[src/hdl/lse_pkg.sv]
package lse_pkg;

    // Stream phase, one-hot
    typedef enum logic [3:0] {
        PH_HEADER  = 4'b0001,
        PH_LENGTH  = 4'b0010,
        PH_MESSAGE = 4'b0100,
        PH_DONE    = 4'b1000
    } phase_t;

    // Configuration register indexes
    localparam logic [1:0] REG_EMBED_MODE     = 2'd0;
    localparam logic [1:0] REG_HEADER_LENGTH  = 2'd1;
    localparam logic [1:0] REG_MESSAGE_LENGTH = 2'd2;

    localparam logic [7:0] HEADER_LENGTH_RESET = 8'd54;

    // One output word
    typedef struct packed {
        logic [7:0] data;
        logic       last;
    } word_t;

    // Words produced by one input word, front to queue
    typedef struct packed {
        logic [1:0] cnt;
        word_t      w0;
        word_t      w1;
    } push_t;

endpackage

[src/hdl/lse_front.sv]
module lse_front
(
    input  logic            clk,
    input  logic            rst_n,
    input  logic            cfg_wr_en,
    input  logic [1:0]      cfg_wr_index,
    input  logic [7:0]      cfg_wr_data,
    input  logic            in_fire,
    input  logic [7:0]      carrier_byte,
    input  logic [7:0]      message_byte,
    output lse_pkg::push_t  push
);

    logic                embed_mode_reg;
    logic [7:0]          header_length_reg;
    logic [7:0]          message_length_reg;

    lse_pkg::phase_t     phase_reg, phase_next;
    logic [7:0]          header_count_reg, header_count_next;
    logic [2:0]          bit_position_reg, bit_position_next;
    logic [7:0]          shift_byte_reg, shift_byte_next;
    logic [7:0]          bytes_remaining_reg, bytes_remaining_next;

    // Configuration writes
    always_ff @(posedge clk or negedge rst_n)
    begin
        if (!rst_n)
        begin
            embed_mode_reg     <= 1'b0;
            header_length_reg  <= lse_pkg::HEADER_LENGTH_RESET;
            message_length_reg <= 8'd0;
        end
        else if (cfg_wr_en)
        begin
            case (cfg_wr_index)
                lse_pkg::REG_EMBED_MODE:     embed_mode_reg     <= cfg_wr_data[0];
                lse_pkg::REG_HEADER_LENGTH:  header_length_reg  <= cfg_wr_data;
                lse_pkg::REG_MESSAGE_LENGTH: message_length_reg <= cfg_wr_data;
                default:                     ;
            endcase
        end
    end

    // Classify the word, advance counters and build the output words
    always_comb
    begin
        lse_pkg::phase_t ph;
        logic [7:0] hc;
        logic [2:0] bp;
        logic [7:0] sb;
        logic [7:0] br;
        logic       bit_v;

        ph = phase_reg;
        hc = header_count_reg;
        bp = bit_position_reg;
        sb = shift_byte_reg;
        br = bytes_remaining_reg;
        bit_v = 1'b0;

        push.cnt     = 2'd0;
        push.w0.data = carrier_byte;
        push.w0.last = 1'b0;
        push.w1.data = carrier_byte;
        push.w1.last = 1'b0;

        if (embed_mode_reg)
        begin
            if (ph == lse_pkg::PH_HEADER && hc < header_length_reg)
            begin
                // Header byte passes through; insert length at its end
                push.cnt = 2'd1;
                hc = hc + 8'd1;
                if (hc == header_length_reg)
                begin
                    push.cnt     = 2'd2;
                    push.w1.data = message_length_reg;
                    br = message_length_reg;
                    bp = 3'd0;
                    sb = 8'd0;
                    ph = (message_length_reg == 8'd0) ? lse_pkg::PH_DONE
                                                       : lse_pkg::PH_MESSAGE;
                end
            end
            else
            begin
                push.cnt = 2'd1;
                if (ph == lse_pkg::PH_HEADER || ph == lse_pkg::PH_LENGTH)
                begin
                    // Length word first, carrier follows
                    push.cnt     = 2'd2;
                    push.w0.data = message_length_reg;
                    br = message_length_reg;
                    bp = 3'd0;
                    sb = 8'd0;
                    ph = (message_length_reg == 8'd0) ? lse_pkg::PH_DONE
                                                       : lse_pkg::PH_MESSAGE;
                end
                if (ph != lse_pkg::PH_MESSAGE || br == 8'd0)
                begin
                    ph = lse_pkg::PH_DONE;
                    push.w1.data = carrier_byte;
                end
                else
                begin
                    // Swap the next message bit, MSB first, into the carrier LSB
                    if (bp == 3'd0)
                    begin
                        sb = message_byte;
                    end
                    bit_v = sb[~bp];
                    bp = bp + 3'd1;
                    if (bp == 3'd0)
                    begin
                        br = br - 8'd1;
                        if (br == 8'd0)
                        begin
                            ph = lse_pkg::PH_DONE;
                        end
                    end
                    push.w1.data = {carrier_byte[7:1], bit_v};
                end
                if (push.cnt == 2'd1)
                begin
                    push.w0.data = push.w1.data;
                end
            end
        end
        else
        begin
            if (ph == lse_pkg::PH_HEADER && hc < header_length_reg)
            begin
                // Drop header byte
                hc = hc + 8'd1;
                if (hc == header_length_reg)
                begin
                    ph = lse_pkg::PH_LENGTH;
                end
            end
            else if (ph == lse_pkg::PH_HEADER || ph == lse_pkg::PH_LENGTH)
            begin
                // Capture the length byte
                br = carrier_byte;
                bp = 3'd0;
                sb = 8'd0;
                ph = (carrier_byte == 8'd0) ? lse_pkg::PH_DONE : lse_pkg::PH_MESSAGE;
            end
            else if (ph == lse_pkg::PH_MESSAGE && br != 8'd0)
            begin
                // Shift in one LSB; emit on a full byte
                sb = {sb[6:0], carrier_byte[0]};
                bp = bp + 3'd1;
                if (bp == 3'd0)
                begin
                    push.cnt     = 2'd1;
                    push.w0.data = sb;
                    push.w0.last = (br == 8'd1);
                    br = br - 8'd1;
                    sb = 8'd0;
                    if (br == 8'd0)
                    begin
                        ph = lse_pkg::PH_DONE;
                    end
                end
            end
            else
            begin
                ph = lse_pkg::PH_DONE;
            end
        end

        if (!in_fire)
        begin
            push.cnt = 2'd0;
        end

        phase_next           = ph;
        header_count_next    = hc;
        bit_position_next    = bp;
        shift_byte_next      = sb;
        bytes_remaining_next = br;
    end

    // Advance state on each accepted word
    always_ff @(posedge clk or negedge rst_n)
    begin
        if (!rst_n)
        begin
            phase_reg           <= lse_pkg::PH_HEADER;
            header_count_reg    <= 8'd0;
            bit_position_reg    <= 3'd0;
            shift_byte_reg      <= 8'd0;
            bytes_remaining_reg <= 8'd0;
        end
        else if (in_fire)
        begin
            phase_reg           <= phase_next;
            header_count_reg    <= header_count_next;
            bit_position_reg    <= bit_position_next;
            shift_byte_reg      <= shift_byte_next;
            bytes_remaining_reg <= bytes_remaining_next;
        end
    end

endmodule

[src/hdl/lse_queue.sv]
module lse_queue
(
    input  logic            clk,
    input  logic            rst_n,
    input  lse_pkg::push_t  push,
    output logic            room,
    output logic            head_valid,
    output lse_pkg::word_t  head,
    input  logic            pop
);

    localparam int DEPTH = 4;

    lse_pkg::word_t  mem_reg [DEPTH];
    logic [1:0]      wr_ptr_reg, wr_ptr_next;
    logic [1:0]      rd_ptr_reg, rd_ptr_next;
    logic [2:0]      count_reg, count_next;

    // Room for the two words one input can cause
    assign room       = (count_reg <= 3'd2);
    assign head_valid = (count_reg != 3'd0);
    assign head       = mem_reg[rd_ptr_reg];

    always_comb
    begin
        wr_ptr_next = wr_ptr_reg + push.cnt;
        rd_ptr_next = rd_ptr_reg + {1'b0, pop};
        count_next  = count_reg + {1'b0, push.cnt} - {2'b00, pop};
    end

    // Store up to two words a cycle
    always_ff @(posedge clk)
    begin
        if (push.cnt != 2'd0)
        begin
            mem_reg[wr_ptr_reg] <= push.w0;
        end
        if (push.cnt == 2'd2)
        begin
            mem_reg[wr_ptr_reg + 2'd1] <= push.w1;
        end
    end

    always_ff @(posedge clk or negedge rst_n)
    begin
        if (!rst_n)
        begin
            wr_ptr_reg <= 2'd0;
            rd_ptr_reg <= 2'd0;
            count_reg  <= 3'd0;
        end
        else
        begin
            wr_ptr_reg <= wr_ptr_next;
            rd_ptr_reg <= rd_ptr_next;
            count_reg  <= count_next;
        end
    end

endmodule

[src/hdl/lse_back.sv]
module lse_back
(
    input  logic            clk,
    input  logic            rst_n,
    input  logic            head_valid,
    input  lse_pkg::word_t  head,
    output logic            pop,
    output logic            out_valid,
    output lse_pkg::word_t  out_word,
    input  logic            out_ready
);

    logic            valid_reg, valid_next;
    lse_pkg::word_t  word_reg;

    // Refill the output register when empty or being taken
    assign pop        = head_valid && (!valid_reg || out_ready);
    assign valid_next = pop || (valid_reg && !out_ready);
    assign out_valid  = valid_reg;
    assign out_word   = word_reg;

    always_ff @(posedge clk or negedge rst_n)
    begin
        if (!rst_n)
        begin
            valid_reg <= 1'b0;
        end
        else
        begin
            valid_reg <= valid_next;
        end
    end

    always_ff @(posedge clk)
    begin
        if (pop)
        begin
            word_reg <= head;
        end
    end

endmodule

[src/hdl/lsb_stego_embed_extract_core.sv]
// LSB steganography engine for a BMP-style byte stream. Each input word
// carries one image byte and the current secret byte; the first
// header_length image bytes pass through (embed) or are dropped (extract).
// Embed inserts the message length as one extra word after the header and
// then hides each message byte, MSB first, in the LSBs of the next eight
// image bytes. Extract takes the byte after the header as the length and
// returns one message byte per eight image bytes, with tlast on the final
// one. An input word is classified and processed in the cycle it is
// accepted; its output words enter a four-word queue and pass from there
// into the output register. Input and output each run at one word per
// cycle while m_tready is not held low; the extra length
// word is absorbed by the queue, and s_tready drops only when the queue
// holds three or more words because the output side is stalling.
module lsb_stego_embed_extract_core
(
    input  logic        clk,
    input  logic        rst_n,
    input  logic        cfg_wr_en,
    input  logic [1:0]  cfg_wr_index,
    input  logic [7:0]  cfg_wr_data,
    input  logic        s_tvalid,
    output logic        s_tready,
    input  logic [15:0] s_tdata,   // [7:0] carrier_byte, [15:8] message_byte
    output logic        m_tvalid,
    input  logic        m_tready,
    output logic [7:0]  m_tdata,   // [7:0] data_byte
    output logic        m_tlast    // last_message
);

    lse_pkg::push_t  push;
    lse_pkg::word_t  head;
    lse_pkg::word_t  out_word;
    logic            room;
    logic            head_valid;
    logic            pop;
    logic            in_fire;

    assign s_tready = room;
    assign in_fire  = s_tvalid && room;

    lse_front u_front
    (
        .clk          (clk),
        .rst_n        (rst_n),
        .cfg_wr_en    (cfg_wr_en),
        .cfg_wr_index (cfg_wr_index),
        .cfg_wr_data  (cfg_wr_data),
        .in_fire      (in_fire),
        .carrier_byte (s_tdata[7:0]),
        .message_byte (s_tdata[15:8]),
        .push         (push)
    );

    lse_queue u_queue
    (
        .clk        (clk),
        .rst_n      (rst_n),
        .push       (push),
        .room       (room),
        .head_valid (head_valid),
        .head       (head),
        .pop        (pop)
    );

    lse_back u_back
    (
        .clk        (clk),
        .rst_n      (rst_n),
        .head_valid (head_valid),
        .head       (head),
        .pop        (pop),
        .out_valid  (m_tvalid),
        .out_word   (out_word),
        .out_ready  (m_tready)
    );

    assign m_tdata = out_word.data;
    assign m_tlast = out_word.last;

endmodule

[config.mk]
export PLATFORM = sky130hd
export DESIGN_NAME = lsb_stego_embed_extract_core
export DESIGN_NICKNAME = d
export VERILOG_FILES = /design/src/hdl/lse_pkg.sv /design/src/hdl/lse_front.sv /design/src/hdl/lse_queue.sv /design/src/hdl/lse_back.sv /design/src/hdl/lsb_stego_embed_extract_core.sv
export SDC_FILE = /design/constraint.sdc
export NUM_CORES = 1
export LEC_CHECK = 0
export ABC_CLOCK_PERIOD_IN_PS = 6200
export BUFFER_PORTS_ARGS = -buffer_cell sky130_fd_sc_hd__buf_4
export CORE_ASPECT_RATIO = 2
export CORE_UTILIZATION = 25
export DETAILED_ROUTE_END_ITERATION = 8
export PLACE_DENSITY = 0.45
export SYNTH_ARGS = -nofsm -noshare
export SYNTH_HDL_FRONTEND = slang
export SYNTH_SLANG_ARGS = --single-unit
[constraint.sdc]
create_clock -name clk -period 6.2 [get_ports clk]
set_input_delay 0.93 -clock clk [delete_from_list [all_inputs] [get_ports clk]]
set_output_delay 0.93 -clock clk [all_outputs]
set_load 0.01 [all_outputs]
=== Word level (Yosys, flattened, before mapping) ===
Memories as Yosys holds them, arrays and structs flattened. A register that Yosys moved wholly into a read port is not among the register bits.
Index checks and enable logic that the tools add are counted.

* Reductions and logical operators: 32
* Multiplexer cells: 76
* Add/subtract/negate cells: 10
* Bitwise gates (word level): 1
* Magnitude comparators: 3
* Equality and inequality tests: 14

{| class="wikitable"
|+ Operators by type and width
! cell !! count
|-
| $mux 8 || 30
|-
| $mux 4 || 17
|-
| $mux 10 || 6
|-
| $logic_not 8->1 || 5
|-
| $mux 3 || 10
|-
| $mux 11 || 2
|-
| $sub 8x1->8 const B || 2
|-
| $ne 5x2->1 const B || 2
|-
| $logic_not 3->1 || 3
|-
| $reduce_bool 3->1 || 3
|-
| $add 8x1->8 const B || 1
|-
| $eq 8x1->1 const B || 1
|-
| $eq 8x8->1 || 1
|-
| $lt 8x8->1 || 1
|-
| $reduce_and 2->1 || 4
|-
| $reduce_and 4->1 || 2
|-
| $reduce_bool 8->1 || 1
|-
| $mux 1 || 7
|-
| $add 3x1->3 const B || 2
|-
| $mux 2 || 3
|-
| $logic_and 1x1->1 || 5
|-
| $reduce_and 5->1 || 1
|-
| $eq 2x1->1 const B || 2
|-
| $eq 2x2->1 const B || 2
|-
| other kinds (19) || 23
|}

* Word-level logic and storage cells: 149
* Memory bits (writable): 36
* Bits in registers: 56
* Output and inout port bits: 11
* Input bits: 31
* Memories kept: 1

{| class="wikitable"
|+ Memories
! name !! depth !! bits a word !! rd ports !! clocked after memory_dff !! wr ports !! RTL line !! source
|-
| u_queue.mem_reg || 4 || 9 || 1 || 1 || 2 || lse_queue.sv:14 || <nowiki>lse_pkg::word_t mem_reg [DEPTH];</nowiki>
|}

=== Depth between registers and ports, before layout ===
* Depth in word-level cells: 20
* Mapped depth: 15
* Depth with buffers taken out: 11

=== Hierarchy ===
From an unflattened synthesis, not the netlist that was laid out.

* Cell total of the unflattened synthesis: 653
* Area total of the unflattened synthesis: 6887.9 um2

{| class="wikitable"
|+ By module, submodules not included
! module !! area each (um2) !! sequential area each (um2) !! cells each !! times used
|-
| lse_front || 4411.7 || 1207.4 || 514 || 1
|-
| lse_queue || 2155.8 || 1256.2 || 125 || 1
|-
| lse_back || 314.1 || 295.3 || 13 || 1
|-
| lsb_stego_embed_extract_core || 6.3 || 0.0 || 1 || 1
|}

=== Least setup slack after synthesis ===
Ideal clock, no wire load.

* Path kind: register to register
* Start: register u_front.phase_reg[3]
* End: register u_front.phase_reg[3]
* Data arrival time: 3.358 ns
* Cell stages (with the launch flop): 16
* Data required time: 6.090 ns
* Period minus slack after synthesis: 3.468 ns
* Path buffers: 4
* Library setup time: 0.110 ns
* Slack: 2.732 ns
* Cell sequence: dfrtp_1 > buf_2 > or2_2 > clkbuf_1 > nor2_2 > buf_2 > buf_1 > nor2_1 > a21oi_1 > ha_1 > inv_1 > o31ai_1 > xor2_1 > nand4_1 > o31a_1 > o41ai_1

* Longest elaborated chain between the ends: 12
* Elaborated cells between the ends (all ways): 34
* Those cells by class: add/sub: 2; eq/ne: 7; mux: 17; reduce/logical: 8

{| class="wikitable"
|+ Ends and longest elaborated chain
! element !! RTL line !! source
|-
| start: declaration || lse_front.sv:18 || <nowiki>lse_pkg::phase_t phase_reg, phase_next;</nowiki>
|-
| start signal: assignment || lse_front.sv:189 || <nowiki>phase_reg <= lse_pkg::PH_HEADER;</nowiki>
|-
| start signal: assignment || lse_front.sv:197 || <nowiki>phase_reg <= phase_next;</nowiki>
|-
| $eq 4x1->1 / $eq 4x2->1 (equally long branches) || - ||
|-
| $logic_or 1x1->1 || lse_front.sv:88, lse_front.sv:140 ||
|-
| $mux 8 || lse_front.sv:88 || <nowiki>if (ph == lse_pkg::PH_HEADER || ph == lse_pkg::PH_LENGTH)</nowiki>
|-
| $mux 8 || lse_front.sv:69 || <nowiki>if (ph == lse_pkg::PH_HEADER && hc < header_length_reg)</nowiki>
|-
| $mux 8 || lse_front.sv:67 || <nowiki>if (embed_mode_reg)</nowiki>
|-
| $sub 8x1->8 || lse_front.sv:115 || <nowiki>br = br - 8'd1;</nowiki>
|-
| $logic_not 8->1 || lse_front.sv:116 || <nowiki>if (br == 8'd0)</nowiki>
|-
| $mux 4 || lse_front.sv:116 ||
|-
| $mux 4 || lse_front.sv:113 || <nowiki>if (bp == 3'd0)</nowiki>
|-
| $mux 4 || lse_front.sv:99 || <nowiki>if (ph != lse_pkg::PH_MESSAGE || br == 8'd0)</nowiki>
|-
| $mux 4 || lse_front.sv:69 ||
|-
| $mux 4 || lse_front.sv:67 ||
|}

Several ways; a longest one is shown, not always the timed one. The select of a mux whose other input is x is not followed.
A chain may end at the register's enable or synchronous reset.

=== Worst setup path after layout ===
* Start: register u_front.phase_reg[0]
* End: register u_front.bytes_remaining_reg[4]

* Longest elaborated chain between the ends: 11
* Elaborated cells between the ends (all ways): 32
* Those cells by class: add/sub: 2; eq/ne: 6; mux: 15; reduce/logical: 9

{| class="wikitable"
|+ Ends and longest elaborated chain
! element !! RTL line !! source
|-
| parallel branches: the longest is 11 deep, another holds $sub 8x1->8 || - ||
|-
| end signal: assignment || lse_front.sv:201 || <nowiki>bytes_remaining_reg <= bytes_remaining_next;</nowiki>
|-
| end: declaration || lse_front.sv:22 || <nowiki>logic [7:0] bytes_remaining_reg, bytes_remaining_next;</nowiki>
|}

Parallel ways; which one is timed is not known. The select of a mux whose other input is x is not followed.

==> metrics.md <==
| Metric | Value |
|---|---|
| Antenna violations before repair | 0 |
| Post-CTS Setup Inserts | 0 |
| TritonRoute pass-1 iters | 5 |
| Ys Warns | 0 |
| Fmax | 260 MHz |
| Combinational share of power | 0.378 |
| Clock transition at path regs | around 0.07 ns |
| Period utilization | 0.620 |
| HP Class | flip-flop to flip-flop |
| Synth top area share | 0.189 |
| Internal | roughly 0.0016 W |
| Reg-to-reg setup timing slack | about 2.4 ns |
| Initial Utilization | 0.256 |
| Synth top cells by count | 68 x nand2_1, 51 x dfrtp_1, 41 x edfxtp_1, 37 x nor2_1, 33 x o22ai_1 |
| Netlist cell types | 84 |
| Htree depth | 3 |
| Total CTS buffers | 9 |
| Vias in the first global route | approximately 5700 |
| Largest net degree at the start of global routing | between 50 and 60 |
| CTS resizes | 0 |
| Cts hold-fix bufs | 0 |
| CP required | 6.46 ns |
| Die area | 27700 um^2 |
| Nets | 748 |
| Setup_tns | 0 ns |
| Clk_lat worst skew | 0.37 ns |
| Relative slew slack | 0.375 |
| Top_reg_cell synth | dfrtp_1 |
| Via count | 5385 |
| N_diodes | 0 |
| CTS sink cnt | 101 |
| First-pass GRT wire length | 33400 um |
| Synth Area per Inst | 10.1 um^2 |
| Syn nets | 727 |
| Clk network pwr share | 0.210 |
| Final setup fails | 0 |
| Design area | 7670 um^2 |
| Ratio of cells with drive above 1 in the final layout | 0.185 |
| Syn Std Cell Area | approximately 6800 um^2 |
| Status | finished, final reports clean |
| GR Overflow Total | 0 |
| Top cells by area, synth | dfrtp_1 19%, edfxtp_1 18%, mux2_2 5.3%, mux2i_1 4.7%, ha_1 4.3% |
| Area of the multi-input gates | 3760 um^2 |
| CP Capture Type | flip-flop |
| CTS Buffer Depth | 2 |
| Switching Fraction | 0.397 |
| Sequential power share | 0.412 |
| WL/cell | 20.6 um |
| VDD IR max | 0.000149 V |
| CTS tree | built |
| Area growth from synthesis to final layout | 13.5% |
| Post-synthesis sequential area ratio | 0.402 |
| Clock period minus worst slack | a little under 4 ns |
| I/O Buffers | 41 |
| Critical Path Source Type | flip-flop |
| Gr usage total | 0.163 |
| Number of max-cap violations | 0 |
| GP Congestion | 0.876 |
| Leak pwr | about 3.1 nW |
| ANT nets after route | 0 |
| Pwr dens | approximately 350 nW/um^2 |
| Top-count cell post-synth | nand2_1 |
| Dpl cell area | between 7000 and 8000 um^2 |
| Max Slew Vio Count | 0 |
| Fin. Hold Viols | 0 |
| Critical path data arrival time | 4.10 ns |
| Post-synth EDFFs | 41 |
| Worst-path fanout max | 29 |
| # fillers | 2736 |
| Yosys top cell by area | dfrtp_1 |
| Final HPWL DP | 17100 um |
| RSZ-0062 raised after global routing | false |
| Root Driver | clkbuf_16 |
| Yosys reg bits | between 100 and 150 |
| Switching Power | 0.00107 W |
| Clk_skew | 0.00836 ns |
| Slew @ Worst Pin | 0.930 ns |
| Placeable Area | about 26000 um^2 |
| Num ports | 42 |
| Vias per cell | 5.17 |
| Synth Instances | 672 |
| WS Path Type | flip-flop to flip-flop |
| Share of synthesized registers carrying an async set or reset | 0.554 |
| Flip-flop count of the largest register after layout | 36 |
| Die width | 118 um |
| FF/Latch Area | around 2700 um^2 |
| Initial DRC Count | 241 |
| DIE HEIGHT | 234 um |
| Final WL | 21500 um |
| FP Rows | 84 |
| Number of remaining DRC errors | 0 |
## per-layer routing
layer	vias to the layer above	wire length [um]	GRT usage
met1	2628	7080	0.146
met3	70	566	0.0199
li1	2566	-	-
met2	121	12400	0.328
met4	0	1460	0.121
met5	-	0	0
## per-stage QoR
stage                     total power, W  worst slack [ns]  hold slack [ns]  std cells   util
after global routing             0.00287              2.04            0.538       1042  0.291
after global placement           0.00213              2.29            0.500       1026  0.280
after floorplan                  0.00178              2.73            0.459        672      -
after CTS                        0.00272              2.32            0.516       1042  0.291
after detailed placement         0.00214              2.34            0.490       1026  0.280
final                            0.00268              2.35            0.507       1042  0.291
## placed cells by master, fill, tap and decap left out, drive strengths merged, types with 9 or more instances in the layout
cell | synthesis | final
o21ai | 27 | 27
nand3 | 17 | 17
mux2 | 34 | 34
a21oi | 19 | 19
edfxtp | 41 | 41
mux2i | 32 | 32
nand4 | 9 | 9
nor2 | 38 | 38
xnor2 | 20 | 20
and2 | 13 | 13
nand2 | 69 | 69
ha | 23 | 23
o211ai | 11 | 11
dfrtp | 51 | 51
nor3 | 9 | 9
nor4 | 9 | 9
mux4 | 9 | 9
o221ai | 11 | 11
buf | 13 | 50
inv | 28 | 29
o22ai | 33 | 33
xor2 | 12 | 12
clkbuf | 27 | 13
## logic make-up after synthesis
kind of cell               Yosys count  synth area share
AOI/OAI and AO/OA                  160             0.168
muxes                               75             0.135
and+or+nand+nor                    212             0.166
adders and majority gates           24            0.0456
DFF                                101             0.402
buffers and inverters               68            0.0413
xor gates and xnor gates            32            0.0415
## final cells by class
cell class / instances / share of cell area
Sequential cell: 101 / 0.355
Multi-Input combinational cell: 503 / 0.490
Clock buffer: 13 / 0.0339
Clock inverter: 3 / 0.00277
Inverter: 28 / 0.0137
Timing Repair Buffer: 50 / 0.0489
Tap cell: 344 / 0.0561
## final timing paths
path                                               startpoint                                         end  cells past startpoint
hold reg to reg            u_queue.mem_reg[0][0]$_SDFFE_PP0P_          u_queue.mem_reg[0][0]$_SDFFE_PP0P_                      2
setup reg to reg             u_front.phase_reg[0]$_DFFE_PN1P_  u_front.bytes_remaining_reg[4]$_DFFE_PN0P_                     12
max in group asynchronous                               rst_n       u_front.shift_byte_reg[1]$_DFFE_PN0P_                      1
hold / removal             u_queue.mem_reg[0][0]$_SDFFE_PP0P_          u_queue.mem_reg[0][0]$_SDFFE_PP0P_                      2
min in group asynchronous                               rst_n  u_front.bytes_remaining_reg[3]$_DFFE_PN0P_                      1
setup / recovery             u_front.phase_reg[0]$_DFFE_PN1P_  u_front.bytes_remaining_reg[4]$_DFFE_PN0P_                     12
## critical path, stage by stage, from the launching register on
cell	delay (ns)
dfstp_2	0.62
xor2_1	0.19
nand2_1	0.12
buf_4	0.32
nand2_1	0.16
inv_1	0.10
ha_1	0.17
ha_1	0.27
nor2b_1	0.22
nand3_1	0.47
or4_1	0.64
and4b_1	0.20
a211o_1	0.26
## power groups by stage
stage | logic (W) | clock network [W] | registers (W)
after floorplan | 0.000805 | 0 | 0.000974
after global placement | 0.00101 | 0 | 0.00112
after detailed placement | 0.00102 | 0 | 0.00112
after CTS | 0.00103 | 0.000583 | 0.00111
after global routing | 0.00113 | 0.000608 | 0.00114
final | 0.00101 | 0.000563 | 0.00110
(Power assumes the default switching activity.)
